`config.mk`:
```
export PLATFORM = sky130hd
export DESIGN_NAME = lrhc_addr
export DESIGN_NICKNAME = d
export VERILOG_FILES = /design/src/lrhc_pkg.sv /design/src/lrhc_addr.sv
export SDC_FILE = /design/constraint.sdc
export NUM_CORES = 1
export LEC_CHECK = 0
export BUFFER_PORTS_ARGS = -buffer_cell sky130_fd_sc_hd__buf_2
export CAP_MARGIN = 20
export CORE_AREA = 2 2 127 129
export DETAILED_ROUTE_END_ITERATION = 10
export DIE_AREA = 0 0 129 131
export GPL_ROUTABILITY_DRIVEN = 1
export SETUP_SLACK_MARGIN = 0.1
export SLEW_MARGIN = 40
export SYNTH_ARGS = -nofsm -noshare
export SYNTH_HDL_FRONTEND = slang
export SYNTH_SLANG_ARGS = --single-unit
```
`constraint.sdc`:
```
create_clock -name clk -period 9.5 [get_ports clk]
set_input_delay 0.475 -clock clk [delete_from_list [all_inputs] [get_ports clk]]
set_output_delay 0.475 -clock clk [all_outputs]
set_load 0.01 [all_outputs]
```
`src/lrhc_pkg.sv`:
```
// ----------------------------------------------------------------------------
// lrhc_pkg
// Shared types and constants of the HWC/CHW layout reorder block.
// ----------------------------------------------------------------------------
`default_nettype none

package lrhc_pkg;

	localparam int MAX_ELEMENTS = 16384;
	localparam int ELEMENT_BITS = 32;
	localparam int ADDR_W       = $clog2(MAX_ELEMENTS);

	localparam int CNT_W        = 15;
	localparam int CH_W         = 4;
	localparam int CHN_W        = 5;
	localparam int DIR_W        = 2;
	localparam int PIX_FULL_W   = 2 * CNT_W;
	localparam int TOT_FULL_W   = PIX_FULL_W + CHN_W;

	localparam int CFG_IDX_W    = 3;
	localparam int CFG_DATA_W   = 15;

	localparam logic [CFG_IDX_W-1:0] REG_WIDTH     = 3'd0;
	localparam logic [CFG_IDX_W-1:0] REG_HEIGHT    = 3'd1;
	localparam logic [CFG_IDX_W-1:0] REG_CHANNELS  = 3'd2;
	localparam logic [CFG_IDX_W-1:0] REG_DIRECTION = 3'd3;

	localparam logic CMD_LOAD = 1'b0;
	localparam logic CMD_PULL = 1'b1;

	localparam logic [DIR_W-1:0] DIR_HWC_CHW = 2'd0;
	localparam logic [DIR_W-1:0] DIR_CHW_HWC = 2'd1;

	typedef enum logic [1:0] {
		ST_OK         = 2'd0,
		ST_NOT_READY  = 2'd1,
		ST_SIZE_ERROR = 2'd2
	} status_t;

	typedef struct packed {
		logic [CNT_W-1:0] pixels;
		logic [CNT_W-1:0] total;
		logic [CHN_W-1:0] channels;
		logic [DIR_W-1:0] direction;
		logic             size_ok;
		logic             busy;
		logic             clear;
	} geom_t;

	typedef struct packed {
		logic loaded_full;
		logic pull_ok;
		logic read_last;
	} addr_stat_t;

endpackage

`default_nettype wire

```
`src/lrhc_addr.sv`:
```
// ----------------------------------------------------------------------------
// lrhc_addr
// Pixel and channel counters giving store write and read addresses.
// ----------------------------------------------------------------------------
`default_nettype none

module lrhc_addr (
	input  wire logic                         clk,
	input  wire logic                         arst_n,
	input  wire lrhc_pkg::geom_t              geom,
	input  wire logic                         load_go,
	input  wire logic                         pull_go,
	output logic [lrhc_pkg::ADDR_W-1:0]       wr_addr,
	output logic [lrhc_pkg::ADDR_W-1:0]       rd_addr,
	output lrhc_pkg::addr_stat_t              stat
);

	logic [lrhc_pkg::CNT_W-1:0] px_q;
	logic [lrhc_pkg::CH_W-1:0]  ch_q;
	logic [lrhc_pkg::CNT_W-1:0] loaded_q;
	logic [lrhc_pkg::CNT_W-1:0] rd_idx_q;
	logic [lrhc_pkg::CNT_W-1:0] dest_q;
	logic [lrhc_pkg::CNT_W:0]   px_inc;
	logic [lrhc_pkg::CHN_W-1:0] ch_inc;
	logic                       px_wrap;
	logic                       ch_wrap;
	logic                       loaded_full;

	assign px_inc  = {1'b0, px_q} + 1'b1;
	assign ch_inc  = {1'b0, ch_q} + 1'b1;
	assign px_wrap = px_inc >= {1'b0, geom.pixels};
	assign ch_wrap = ch_inc >= geom.channels;

	assign loaded_full = loaded_q >= geom.total;

	always_ff @(posedge clk or negedge arst_n) begin
		if (!arst_n) begin
			px_q     <= '0;
			ch_q     <= '0;
			loaded_q <= '0;
			rd_idx_q <= '0;
			dest_q   <= '0;
		end else if (geom.clear || (pull_go && stat.read_last)) begin
			px_q     <= '0;
			ch_q     <= '0;
			loaded_q <= '0;
			rd_idx_q <= '0;
			dest_q   <= '0;
		end else if (pull_go) begin
			rd_idx_q <= rd_idx_q + 1'b1;
		end else if (load_go) begin
			loaded_q <= loaded_q + 1'b1;
			case (geom.direction)
				lrhc_pkg::DIR_HWC_CHW: begin
					if (ch_wrap) begin
						ch_q   <= '0;
						px_q   <= px_inc[lrhc_pkg::CNT_W-1:0];
						dest_q <= px_inc[lrhc_pkg::CNT_W-1:0];
					end else begin
						ch_q   <= ch_inc[lrhc_pkg::CH_W-1:0];
						dest_q <= dest_q + geom.pixels;
					end
				end
				lrhc_pkg::DIR_CHW_HWC: begin
					if (px_wrap) begin
						px_q   <= '0;
						ch_q   <= ch_inc[lrhc_pkg::CH_W-1:0];
						dest_q <= lrhc_pkg::CNT_W'(ch_inc);
					end else begin
						px_q   <= px_inc[lrhc_pkg::CNT_W-1:0];
						dest_q <= dest_q + lrhc_pkg::CNT_W'(geom.channels);
					end
				end
				default: begin
					dest_q <= dest_q + 1'b1;
				end
			endcase
		end
	end

	assign wr_addr = dest_q[lrhc_pkg::ADDR_W-1:0];
	assign rd_addr = rd_idx_q[lrhc_pkg::ADDR_W-1:0];

	always_comb begin
		stat.loaded_full = loaded_full;
		stat.pull_ok     = loaded_full && (rd_idx_q < geom.total);
		stat.read_last   = rd_idx_q == (geom.total - 1'b1);
	end

endmodule

`default_nettype wire

```
==> flow_summary.toml <==
[global_route]
globalRoute.busiestLayer = "met2"
number_of_antenna_violations_at_the_first_check_in_global_routing = 0
grtUsageMet1_pct = 27.7
gr-usage-all-layers_pct = 19.9
gr-usage-met3_pct = 3.91
grt_max_degree = 64
gr-total-overflow = 0
grt_first_pass_wirelength_mm = 26.5
grt_pass1_vias = 5288
gr-usage-met2_pct = 32.5

[logic_synthesis]
ys_async_sr_fraction_pct = 100
syn_avg_cell_area_um2 = 8.16
ys.flop_type = "sky130_fd_sc_hd__dfrtp_1"
ys_seq_elements = 63
synth_edf_count = 0
synth.top_cell.area_share_pct = 25.3
synthDominantAreaCellType = "sky130_fd_sc_hd__dfrtp_1"
post_synth_main_area_contributors = "sky130_fd_sc_hd__dfrtp_1 25%, sky130_fd_sc_hd__ha_1 15%, sky130_fd_sc_hd__xor2_1 5.1%"
synthDistinctLibCells = 69
syn_area_mm2 = 0.00624
synth_warnings = 0
synthesis.nets = 885
synthesis.instances = 765
yosysSeqAreaShare_pct = 25.3

[power_and_ir_drop]
total_leakage_power_nw = 3.39
pwr_density_cell_mw_per_mm2 = 108
vdd.ir_drop.worst_uv = 82.7

[die]
initial_cell_density_of_the_core_pct = 40.0
core_area_mm2 = 0.0156
ios = 75
die_height_um = 131
dieArea_mm2 = 0.0169
die_w_um = 129
placementRows = 46

[routing]
drc = 0
routed_wl_mm = 16.2
dr.pass1.iters = 5
detailroute.via_count = 5622
final_antenna_net_count = 0
avgViaCountPerCell = 5.43
detail_route.wl_per_cell_um = 15.6
dr.first_iter.drc_count = 273

[finish]
num_antenna_cells = 0
layout.cells.most_common = "sky130_fd_sc_hd__ha_1"
filler_instances = 1584
layout-drive-gt1-share_pct = 13.0
flow.area_growth_from_synthesis_pct = 12.7
layout_common_cells = "74 x sky130_fd_sc_hd__ha_1, 73 x sky130_fd_sc_hd__nor2_1, 72 x sky130_fd_sc_hd__buf_2"
design.final.nets = 935

[place]
post-dp-hpwl_mm = 12.4
globalplace.congestion = 0.804
pre_cts_ws_ps = 5400
port_buffers = 72

[timing]
period_needed_ps = 4150
slew_headroom_pct = 42.5
slew_violations = 0
worst_slew_pin_slew_ps = 859
rsz_0062_raised_after_global_routing = "false"
timing.final.hold_violations = 0
report.final.setup_viol = 0
fmax_mhz = 241
min_period_over_period_pct = 43.7
final.setup.worst_slack_ps = 5350
clock-skew-final_ps = 9.07
setup-tns-final_ps = 0

[hold_path]
min-delay-path-class = "input port to async pin"

[clock_tree]
cts-root-buf = "sky130_fd_sc_hd__clkbuf_16"
numCtsBuffers = 9
cts_tree = "done"
clkLatencyLatePin_ps = 340
cts.htree.levels = 3
cts.sink_count = 63
clock_tree.buffer_depth = 2
ctsHoldBuffers = 0
cts_repair_resize_count = 0
clk_pin_slew_ps = 60
post-cts-setup-buffer-count = 0

[setup_path]
startpoint_class = "register"
worst-r2r-setup-slack_ps = 5350
crit_type = "register to register"
reg2regPathDepth = 15
setup.worst_path.end_class = "register"
timing.critical_path.required_ps = 9720
r2r_start = "px_q[2]"
rr_endpoint = "ch_q[0]"
crit_fanout = 12
arrival_ps = 4370

[outcome]
outcome = "finished clean"

[job]
max_cap_violations = 0
==> critical path, stage by stage (launching register included) <==
cell	delay, ps
sky130_fd_sc_hd__dfrtp_1	460
sky130_fd_sc_hd__nand3_1	140
sky130_fd_sc_hd__nor3_1	700
sky130_fd_sc_hd__nand3_1	190
sky130_fd_sc_hd__xor2_1	280
sky130_fd_sc_hd__inv_1	80
sky130_fd_sc_hd__ha_1	290
sky130_fd_sc_hd__nand2_1	80
sky130_fd_sc_hd__nor3_1	310
sky130_fd_sc_hd__o2111ai_1	140
sky130_fd_sc_hd__o21ai_0	160
sky130_fd_sc_hd__buf_4	230
sky130_fd_sc_hd__inv_1	200
sky130_fd_sc_hd__a211oi_1	320
sky130_fd_sc_hd__nor2_1	150
sky130_fd_sc_hd__mux2_2	290
==> where the power goes <==
part	switching [W]	internal (W)	total [W]
Clock	0.000122	0.000224	0.000346
Combinational	0.0000796	0.0000531	0.000133
Sequential	0.00000965	0.000273	0.000282
Total	0.000211	0.000550	0.000761
==> logic make-up (layout without fill, tap and decap cells) <==
kind of cell / after synthesis / count (layout) / share of synthesized area [%]
AOI/OAI and AO/OA: 186 / 186 / 20.2
xor gates and xnor gates: 69 / 69 / 9.69
adders and majority gates: 76 / 76 / 15.5
buffers and inverters: 88 / 143 / 6.26
DFF: 63 / 63 / 25.3
muxes: 10 / 10 / 1.66
and+or+nand+nor: 273 / 273 / 21.4
==> final cells by class <==
cell class | count | area (um^2) | area share [%]
multi-input combinational | 614 | 4290 | 61.0
clock inverter | 3 | 40.0 | 0.570
tap | 216 | 270 | 3.84
timing repair buffer | 76 | 394 | 5.61
clock buffer | 13 | 270 | 3.84
sequential | 63 | 1580 | 22.4
inverter | 51 | 191 | 2.72
==> cell usage after synthesis (3+ instances only) <==
cell type,n
sky130_fd_sc_hd__a211o_1,4
sky130_fd_sc_hd__a211oi_1,10
sky130_fd_sc_hd__a21o_1,11
sky130_fd_sc_hd__a21oi_1,33
sky130_fd_sc_hd__a221oi_1,5
sky130_fd_sc_hd__a22o_1,13
sky130_fd_sc_hd__a31oi_1,7
sky130_fd_sc_hd__and3_1,12
sky130_fd_sc_hd__buf_2,3
sky130_fd_sc_hd__buf_4,15
sky130_fd_sc_hd__clkbuf_1,17
sky130_fd_sc_hd__dfrtp_1,63
sky130_fd_sc_hd__ha_1,74
sky130_fd_sc_hd__inv_1,51
sky130_fd_sc_hd__mux2_2,3
sky130_fd_sc_hd__mux2i_1,7
sky130_fd_sc_hd__nand2_1,70
sky130_fd_sc_hd__nand2b_1,6
sky130_fd_sc_hd__nand3_1,34
sky130_fd_sc_hd__nand3b_1,4
sky130_fd_sc_hd__nand4_1,14
sky130_fd_sc_hd__nor2_1,73
sky130_fd_sc_hd__nor2b_1,9
sky130_fd_sc_hd__nor3_1,21
sky130_fd_sc_hd__nor3b_1,3
sky130_fd_sc_hd__nor4_1,5
sky130_fd_sc_hd__o211ai_1,5
sky130_fd_sc_hd__o21a_1,12
sky130_fd_sc_hd__o21ai_0,47
sky130_fd_sc_hd__o21ai_1,4
sky130_fd_sc_hd__o21bai_1,3
sky130_fd_sc_hd__o31ai_1,4
sky130_fd_sc_hd__or3_1,6
sky130_fd_sc_hd__xnor2_1,33
sky130_fd_sc_hd__xor2_1,36
==> routing by layer <==
layer,vias up,share of wire [%]
met5,-,0
met4,0,0.96
met3,11,3.8
met2,105,45
met1,2651,50
li1,2855,-
==> state kept, by name (all words and copies together) (netlist names) <==
register / cells
px_q: 15
rd_idx_q: 15
loaded_q: 15
dest_q: 14
ch_q: 4
==> worst max path at each step <==
| stage | start | to | slack, ps | depth (start not counted) |
|---|---|---|---|---|
| floorplan | px_q[2] | dest_q[1] | 6360 | 15 |
| finish | px_q[2] | ch_q[0] | 5350 | 15 |
| global placement | px_q[2] | ch_q[0] | 5410 | 15 |
| detailed placement | px_q[2] | ch_q[0] | 5400 | 15 |
| global route | px_q[2] | px_q[2] | 4920 | 16 |
| CTS | px_q[2] | ch_q[0] | 5370 | 15 |
==> stage by stage <==
stage          cells  hold slack, ps  power (W)  util, %  instance area (um^2)
2_1_floorplan    765             179   0.000372        -                  6240
3_3_place_gp    1020             503   0.000419     43.1                  6720
3_5_place_dp    1020             511   0.000420     43.1                  6720
4_1_cts         1036             255   0.000770     45.1                  7030
5_1_grt         1036             282   0.000801     45.1                  7030
6_report        1036             206   0.000761     45.1                  7030
Note: power is estimated with default switching activity, not from simulation.
