File: config.mk
export PLATFORM = sky130hd
export DESIGN_NAME = lrhc_geom
export DESIGN_NICKNAME = d
export VERILOG_FILES = /design/src/lrhc_pkg.sv /design/src/lrhc_geom.sv
export SDC_FILE = /design/constraint.sdc
export NUM_CORES = 1
export LEC_CHECK = 0
export ABC_AREA = 1
export BUFFER_PORTS_ARGS = -buffer_cell sky130_fd_sc_hd__buf_2
export CORE_MARGIN = 10
export CORE_UTILIZATION = 30
export DETAILED_ROUTE_END_ITERATION = 8
export HOLD_SLACK_MARGIN = 0.05
export PLACE_DENSITY_LB_ADDON = 0.1
export RECOVER_POWER = 100
export SLEW_MARGIN = 10
export SYNTH_ARGS = -nofsm -noshare
export SYNTH_HDL_FRONTEND = slang
export SYNTH_SLANG_ARGS = --single-unit
File: constraint.sdc
create_clock -name clk -period 6.9 [get_ports clk]
set_clock_uncertainty 0.2 [all_clocks]
set_input_delay 1.38 -clock clk [delete_from_list [all_inputs] [get_ports clk]]
set_output_delay 1.38 -clock clk [all_outputs]
set_load 0.05 [all_outputs]
File: src/lrhc_pkg.sv
// ----------------------------------------------------------------------------
// lrhc_pkg
// Shared types and constants of the HWC/CHW layout reorder block.
// ----------------------------------------------------------------------------
`default_nettype none

package lrhc_pkg;

	localparam int MAX_ELEMENTS = 16384;
	localparam int ELEMENT_BITS = 32;
	localparam int ADDR_W       = $clog2(MAX_ELEMENTS);

	localparam int CNT_W        = 15;
	localparam int CH_W         = 4;
	localparam int CHN_W        = 5;
	localparam int DIR_W        = 2;
	localparam int PIX_FULL_W   = 2 * CNT_W;
	localparam int TOT_FULL_W   = PIX_FULL_W + CHN_W;

	localparam int CFG_IDX_W    = 3;
	localparam int CFG_DATA_W   = 15;

	localparam logic [CFG_IDX_W-1:0] REG_WIDTH     = 3'd0;
	localparam logic [CFG_IDX_W-1:0] REG_HEIGHT    = 3'd1;
	localparam logic [CFG_IDX_W-1:0] REG_CHANNELS  = 3'd2;
	localparam logic [CFG_IDX_W-1:0] REG_DIRECTION = 3'd3;

	localparam logic CMD_LOAD = 1'b0;
	localparam logic CMD_PULL = 1'b1;

	localparam logic [DIR_W-1:0] DIR_HWC_CHW = 2'd0;
	localparam logic [DIR_W-1:0] DIR_CHW_HWC = 2'd1;

	typedef enum logic [1:0] {
		ST_OK         = 2'd0,
		ST_NOT_READY  = 2'd1,
		ST_SIZE_ERROR = 2'd2
	} status_t;

	typedef struct packed {
		logic [CNT_W-1:0] pixels;
		logic [CNT_W-1:0] total;
		logic [CHN_W-1:0] channels;
		logic [DIR_W-1:0] direction;
		logic             size_ok;
		logic             busy;
		logic             clear;
	} geom_t;

	typedef struct packed {
		logic loaded_full;
		logic pull_ok;
		logic read_last;
	} addr_stat_t;

endpackage

`default_nettype wire

File: src/lrhc_geom.sv
// ----------------------------------------------------------------------------
// lrhc_geom
// Configuration registers and a two-stage pipeline for pixel and element count.
// ----------------------------------------------------------------------------
`default_nettype none

module lrhc_geom (
	input  wire logic                              clk,
	input  wire logic                              arst_n,
	input  wire logic                              cfg_we,
	input  wire logic [lrhc_pkg::CFG_IDX_W-1:0]    cfg_index,
	input  wire logic [lrhc_pkg::CFG_DATA_W-1:0]   cfg_data,
	output lrhc_pkg::geom_t                        geom
);

	logic [lrhc_pkg::CNT_W-1:0]      width_q;
	logic [lrhc_pkg::CNT_W-1:0]      height_q;
	logic [lrhc_pkg::CHN_W-1:0]      channels_q;
	logic [lrhc_pkg::DIR_W-1:0]      direction_q;
	logic                            pend_s1;
	logic                            pend_s2;
	logic                            dims_ok_s1;
	logic [lrhc_pkg::CHN_W-1:0]      channels_s1;
	logic [lrhc_pkg::PIX_FULL_W-1:0] pix_s1;
	logic [lrhc_pkg::TOT_FULL_W-1:0] tot_full;
	logic [lrhc_pkg::CNT_W-1:0]      pixels_q;
	logic [lrhc_pkg::CNT_W-1:0]      total_q;
	logic                            size_ok_q;
	logic                            reg_hit;

	always_comb begin
		reg_hit = 1'b0;
		case (cfg_index)
			lrhc_pkg::REG_WIDTH,
			lrhc_pkg::REG_HEIGHT,
			lrhc_pkg::REG_CHANNELS,
			lrhc_pkg::REG_DIRECTION: reg_hit = 1'b1;
			default: reg_hit = 1'b0;
		endcase
	end

	always_ff @(posedge clk or negedge arst_n) begin
		if (!arst_n) begin
			width_q     <= lrhc_pkg::CNT_W'(1);
			height_q    <= lrhc_pkg::CNT_W'(1);
			channels_q  <= lrhc_pkg::CHN_W'(3);
			direction_q <= lrhc_pkg::DIR_HWC_CHW;
		end else if (cfg_we) begin
			case (cfg_index)
				lrhc_pkg::REG_WIDTH:     width_q     <= cfg_data;
				lrhc_pkg::REG_HEIGHT:    height_q    <= cfg_data;
				lrhc_pkg::REG_CHANNELS:  channels_q  <= cfg_data[lrhc_pkg::CHN_W-1:0];
				lrhc_pkg::REG_DIRECTION: direction_q <= cfg_data[lrhc_pkg::DIR_W-1:0];
				default: ;
			endcase
		end
	end

	// hold off items after reset or a write to a defined register, while pend_s1 or pend_s2 is set
	always_ff @(posedge clk or negedge arst_n) begin
		if (!arst_n) begin
			pend_s1 <= 1'b1;
			pend_s2 <= 1'b1;
		end else begin
			pend_s1 <= cfg_we && reg_hit;
			pend_s2 <= pend_s1;
		end
	end

	always_ff @(posedge clk) begin
		pix_s1      <= lrhc_pkg::PIX_FULL_W'(width_q) * lrhc_pkg::PIX_FULL_W'(height_q);
		channels_s1 <= channels_q;
		dims_ok_s1  <= (width_q != '0) && (height_q != '0) && (channels_q != '0)
			&& (channels_q <= lrhc_pkg::CHN_W'(16));
	end

	assign tot_full = lrhc_pkg::TOT_FULL_W'(pix_s1) * lrhc_pkg::TOT_FULL_W'(channels_s1);

	always_ff @(posedge clk) begin
		pixels_q  <= pix_s1[lrhc_pkg::CNT_W-1:0];
		total_q   <= tot_full[lrhc_pkg::CNT_W-1:0];
		size_ok_q <= dims_ok_s1
			&& (tot_full <= lrhc_pkg::TOT_FULL_W'(lrhc_pkg::MAX_ELEMENTS));
	end

	always_comb begin
		geom.pixels    = pixels_q;
		geom.total     = total_q;
		geom.channels  = channels_q;
		geom.direction = direction_q;
		geom.size_ok   = size_ok_q;
		geom.busy      = pend_s1 || pend_s2;
		geom.clear     = cfg_we && reg_hit;
	end

endmodule

`default_nettype wire

==> results.yml, run 1 <==
critical_path:
  r2r_end: "pix_s1[22]"
  rrSetupSlack_ps: 720
  reg2reg_depth: 21
  cp_common_cell: "fa_1"
  cpMaxStageDelayCell: "dfrtp_1"
  worstSetupPathType: "register to register"
  timing.critical_path.buf_inv: 4
  worstSetupStartpointType: "register"
  cp-end-kind: "register"
  path_delay_family: "adder cells"
  critPathMaxStageDelay_ps: 820
  crit_required_ps: 6990
  path_cells: "nand2_1 -> fa_1 -> fa_1 -> fa_1 -> inv_1 -> fa_1 -> fa_1 -> inv_1 -> fa_1 -> inv_1 -> ha_1 -> nand2_1 -> nor2_1 -> inv_1 -> o21bai_1 -> a21boi_0 -> o21ai_0 -> and2_0 -> nor2_1 -> nand2_1 -> nand2_1"
  worstReg2RegStart: "width_q[9]"
  cp.arrival_ps: 6270
  path_max_fanout: 17
yosys:
  ys_seq_area_frac: 0.148
  synthDominantAreaCellType: "fa_1"
  synth_warnings: 0
  postSynthCellCount: 2096
  synthTopCellsByCount: "637 x nand2_1, 506 x inv_1, 251 x fa_1, 137 x ha_1, 81 x clkbuf_1"
  synth_ff_type: "dfxtp_1"
  async_reset_ff_frac: 0.368
  synth_area_leaders: "fa_1 32%, nand2_1 15%, inv_1 12%"
  ys_seq_elements: 106
  syn-num-nets: 2505
  syn_area_um2: 15800
  synth.top_cell.area_share: 0.319
  yosysMostFrequentCell: "nand2_1"
  synth_edf_count: 0
  ys_types: 41
  avgSynthCellArea_um2: 7.52
clock_tree:
  numCtsBuffers: 9
  cts_tree: "yes"
  cts.clk_slew.worst_paths_ps: 80
  clock-sinks: 106
  ctsResizeCount: 0
  insertion_delay_ps: 410
  clockRootBuffer: "clkbuf_16"
  cts_setup_buffers: 0
  clockBufferDepth: 2
  ctsHoldBuffers: 0
  htreeDepth: 3
finish:
  num_antenna_cells: 0
  finalNetCount: 2506
  multiInputGateArea_um2: 11200
  postLayoutCoreUtil: 0.327
  num-fill-cells: 5621
  regArea_um2: 2320
  drive_gt1_frac: 0.0328
  syn_to_final_growth_pct: 7.20
timing:
  rsz0062_at_grt: "false"
  max_slew_margin: -0.422
  tns_ps: 0
  final.min_clock_period_ps: 6180
  tightest_slew_ps: 2130
  finalSetupViolCount: 0
  slew_violations: 40
  finalCritPeriodShare: 0.896
  hold_violations: 0
  max_freq_mhz: 162
routing:
  routed_via_density: 4.50
  drt_wl_total_mm: 43.6
  drtIter0Drc: 478
  drt_pass1_iterations: 5
  drc: 0
  ant_nets: 0
  wire_per_inst_um: 15.7
  dr_total_vias: 12500
min_path:
  hold_end: "pend_s2"
  min_from: "pend_s1"
  min_path_cells: 0
  hold_path.class: "register to register"
floorplan:
  fp.coreArea_um2: 51600
  ioPinCount: 61
  initial_core_util: 0.305
  die_y_um: 249
  dieArea_um2: 62100
  die_x_um: 249
  num_rows: 83
global_routing:
  grt_pass1_wl_mm: 72.7
  grt_overflow: 0
  antenna_found_initial: 0
  grt_pass1_vias: 13600
  grt_usage: 0.145
  grt_max_degree: 40
run_status:
  violations: "capacitance limit, slew limit"
  status: "finished with violations"
place:
  dp.final_hpwl_mm: 36.1
  io_buffers: 60
  place.gp.congestion: 0.863
job:
  drv_cap: 1
[kinds of logic after synthesis]
| logic type | after synthesis | share of synthesized area |
|---|---|---|
| flops | 106 | 0.148 |
| fa+ha+maj | 388 | 0.428 |
| xor+xnor | 31 | 0.0172 |
| simple gates | 831 | 0.214 |
| compound gates | 145 | 0.0518 |
| buf+inv | 595 | 0.142 |
[worst reg2reg max path: stages (launching register included)]
cell and delay (ps):
dfrtp_1 820, nand2_1 170, fa_1 540, fa_1 520, fa_1 530, inv_1 60
fa_1 480, fa_1 480, inv_1 50, fa_1 470, inv_1 40, ha_1 320
nand2_1 120, nor2_1 100, inv_1 40, o21bai_1 290, a21boi_0 190, o21ai_0 280
and2_0 200, nor2_1 50, nand2_1 70, nand2_1 50
[how the worst max path moves through the flow]
stage,endpoint,from,cells past startpoint,slack [ps]
global placement,pix_s1[22],width_q[10],21,920
finish,pix_s1[22],width_q[9],21,720
CTS,pix_s1[22],width_q[7],19,920
global route,pix_s1[22],width_q[10],21,330
floorplan,pix_s1[22],height_q[0],21,1100
detailed placement,pix_s1[22],width_q[7],19,950
[layout make-up]
cell class,instances,area share
repair buffers,73,0.0198
well taps,680,0.0504
clock buffers,9,0.0133
multi-input cells,1395,0.661
inverters,512,0.114
flip-flops and latches,106,0.138
clock inverters,7,0.00407
[stage by stage]
step / hold slack, ps / setup slack, ps / instance area [um2] / cells
3_5_place_dp: 158 / 951 / 16700 / 2766
4_1_cts: 167 / 920 / 17000 / 2782
3_3_place_gp: 154 / 920 / 16700 / 2766
5_1_grt: 177 / 333 / 16900 / 2782
2_1_floorplan: 151 / 1100 / 15800 / 2096
6_report: 166 / 720 / 16900 / 2782
[state kept, by name (all words and copies together) (netlist names), 2 cells and up]
name and cells:
pixels_q 15, width_q 15, channels_s1 5, height_q 15, direction_q 2, pix_s1 30, channels_q 5, total_q 15
[cells in the final DEF (no fill, tap or decap), types with 2 or more instances in the layout]
cell       count
nand2_1      641
inv_1        507
fa_1         251
ha_1         137
nor2_1        72
dfxtp_1       67
a21oi_1       57
o21ai_0       56
nand3_1       50
clkbuf_1      44
dfrtp_1       33
xor2_1        22
buf_2         19
nand4_1       17
nor3_1        13
nor4_1        12
buf_4         10
xnor2_1        9
clkbuf_16      9
nand2_2        8
o21bai_1       8
a21o_1         8
nand3b_1       7
inv_2          5
a31oi_1        4
nor2_2         4
clkinv_4       4
dfstp_1        3
inv_8          3
dfstp_2        3
o21a_1         2
a21boi_0       2
and3_1         2
nor3_2         2
[metal layers]
layer | vias up | wire (um) | track usage
met5 | - | 0 | 0
met4 | 0 | 1070 | 0.0438
met3 | 54 | 1090 | 0.0209
met2 | 149 | 21600 | 0.254
met1 | 6161 | 19800 | 0.179
li1 | 6162 | - | -
Power of run 1 is left out: the tool's default activity adds up to more than one toggle a clock period on the data nets, which glitch-free logic cannot reach.
==> run 2: changes to the inputs <==
Settings changed: BUFFER_PORTS_ARGS -buffer_cell sky130_fd_sc_hd__buf_2 to not set, DONT_BUFFER_PORTS set to 1.
==> run 2 against run 1 <==
Net effect:
- the flow now finishes without violations
- sequential share of layout area grew 0.21 points
- utilization shrank 0.48 points
- global-route usage decreased by 0.052 points
- critical path depth down 2
- clock-buffer cell count grew 1
- first-iteration DRC count increased by 4.6%
- setup slack lost 51 ps
- non-clock buffer count decreased by 62
- flip-flop and latch count did not move
- final cell count down 2.2%
- largest cell class unchanged
- critical endpoint unchanged
- die area did not move
- maximum frequency down 0.81%
==> results.yml, run 2 (synthesized netlist as in run 1, its figures left out) <==
run_status:
  status: "completed"
critical_path:
  worstSetupStartpointType: "register"
  path_max_fanout: 17
  r2r_end: "pix_s1[22]"
  rrSetupSlack_ps: 670
  worstSetupPathType: "register to register"
  worstReg2RegStart: "width_q[8]"
  crit_required_ps: 6990
  cp-end-kind: "register"
  cp.arrival_ps: 6320
  reg2reg_depth: 19
min_path:
  min_path_cells: 0
  hold_end: "pend_s2"
  min_from: "pend_s1"
  hold_path.class: "register to register"
finish:
  finalNetCount: 2444
  syn_to_final_growth_pct: 5.62
  final_common_cell: "nand2_1"
  postLayoutCoreUtil: 0.322
  final_cell_mix: "642 x nand2_1, 506 x inv_1, 251 x fa_1, 137 x ha_1, 72 x nor2_1"
  multiInputGateArea_um2: 11200
  final_area_um2: 16600
  num_antenna_cells: 0
  num-fill-cells: 5562
  largest_register: "pix_s1"
  largest_reg_flops: 30
  drive_gt1_frac: 0.0235
  regArea_um2: 2320
routing:
  ant_nets: 0
  dr_total_vias: 12200
  drt_pass1_iterations: 5
  wire_per_inst_um: 15.9
  routed_via_density: 4.49
  drtIter0Drc: 500
  drt_wl_total_mm: 43.1
  drc: 0
timing:
  tightest_slew_ps: 1450
  max_freq_mhz: 161
  finalSetupViolCount: 0
  rsz0062_at_grt: "false"
  tns_ps: 0
  slew_violations: 0
  finalCritPeriodShare: 0.903
  max_slew_margin: 0.0328
  final.min_clock_period_ps: 6230
  hold_violations: 0
global_routing:
  grt_overflow: 0
  grt_pass1_vias: 13500
  antenna_found_initial: 1
  grt_usage: 0.144
  grt_pass1_wl_mm: 72.3
  grt_max_degree: 40
floorplan:
  num_rows: 83
  fp.coreArea_um2: 51600
  ioPinCount: 61
  die_x_um: 249
  dieArea_um2: 62100
  initial_core_util: 0.305
  die_y_um: 249
clock_tree:
  numCtsBuffers: 9
  cts_tree: "yes"
  cts_setup_buffers: 0
  ctsHoldBuffers: 0
  ctsResizeCount: 0
  htreeDepth: 3
  clockBufferDepth: 2
  clockRootBuffer: "clkbuf_16"
  cts.clk_slew.worst_paths_ps: 80
  insertion_delay_ps: 390
  clock-sinks: 106
place:
  dp.final_hpwl_mm: 35.9
  io_buffers: 0
  place.gp.congestion: 0.823
  dpl_cell_area_um2: 16400
job:
  drv_cap: 0
-- run 2: cell count changes in the layout (fill, tap and decap cells not counted), sizes merged --
cell	change
buf	-20
clkbuf	-41
clkinv	-1
clkinvlp	+1
inv	-1
-- run 2: layer usage --
layer | GRT usage | wire length, um | vias to the layer above | share of wire
li1 | - | - | 6024 | -
met1 | 0.177 | 19500 | 5992 | 0.45
met2 | 0.257 | 21500 | 157 | 0.50
met3 | 0.0183 | 1020 | 53 | 0.024
met4 | 0.0449 | 1130 | 0 | 0.026
met5 | 0 | 0 | - | 0
-- run 2: critical path, stage by stage (launching register included) --
cell and delay (ps):
dfrtp_1 860, nand2_1 170, fa_1 560, inv_1 50, fa_1 480, fa_1 510, inv_1 50, fa_1 520
inv_1 50, fa_1 490, fa_1 410, ha_1 360, a21oi_1 230, o21ai_0 120, o21bai_1 240, a21boi_0 340
o21ai_1 140, and2_0 170, o21bai_1 120, nand2_1 60
-- run 2: per-stage QoR --
step	instances	hold slack [ps]	setup slack [ps]
4_1_cts	2720	171	793
6_report	2720	168	670
3_5_place_dp	2704	160	815
2_1_floorplan	2096	151	1100
5_1_grt	2720	177	313
3_3_place_gp	2704	154	843
-- run 2: how the worst max path moves through the flow --
stage           startpoint          to  slack, ps  cells after the start
4_1_cts         width_q[8]  pix_s1[22]        790                     19
3_3_place_gp    width_q[8]  pix_s1[22]        840                     21
6_report        width_q[8]  pix_s1[22]        670                     19
5_1_grt         width_q[8]  pix_s1[22]        310                     21
3_5_place_dp    width_q[8]  pix_s1[22]        810                     19
2_1_floorplan  height_q[0]  pix_s1[22]       1100                     21
-- run 2: final cells by class --
type / instances / area share
Tap cell: 680 / 0.0511
Timing Repair Buffer: 11 / 0.00451
Sequential cell: 106 / 0.140
Clock buffer: 10 / 0.0150
Inverter: 512 / 0.115
Clock inverter: 6 / 0.00346
Multi-Input combinational cell: 1395 / 0.671
Power of run 2 is left out for the same reason.
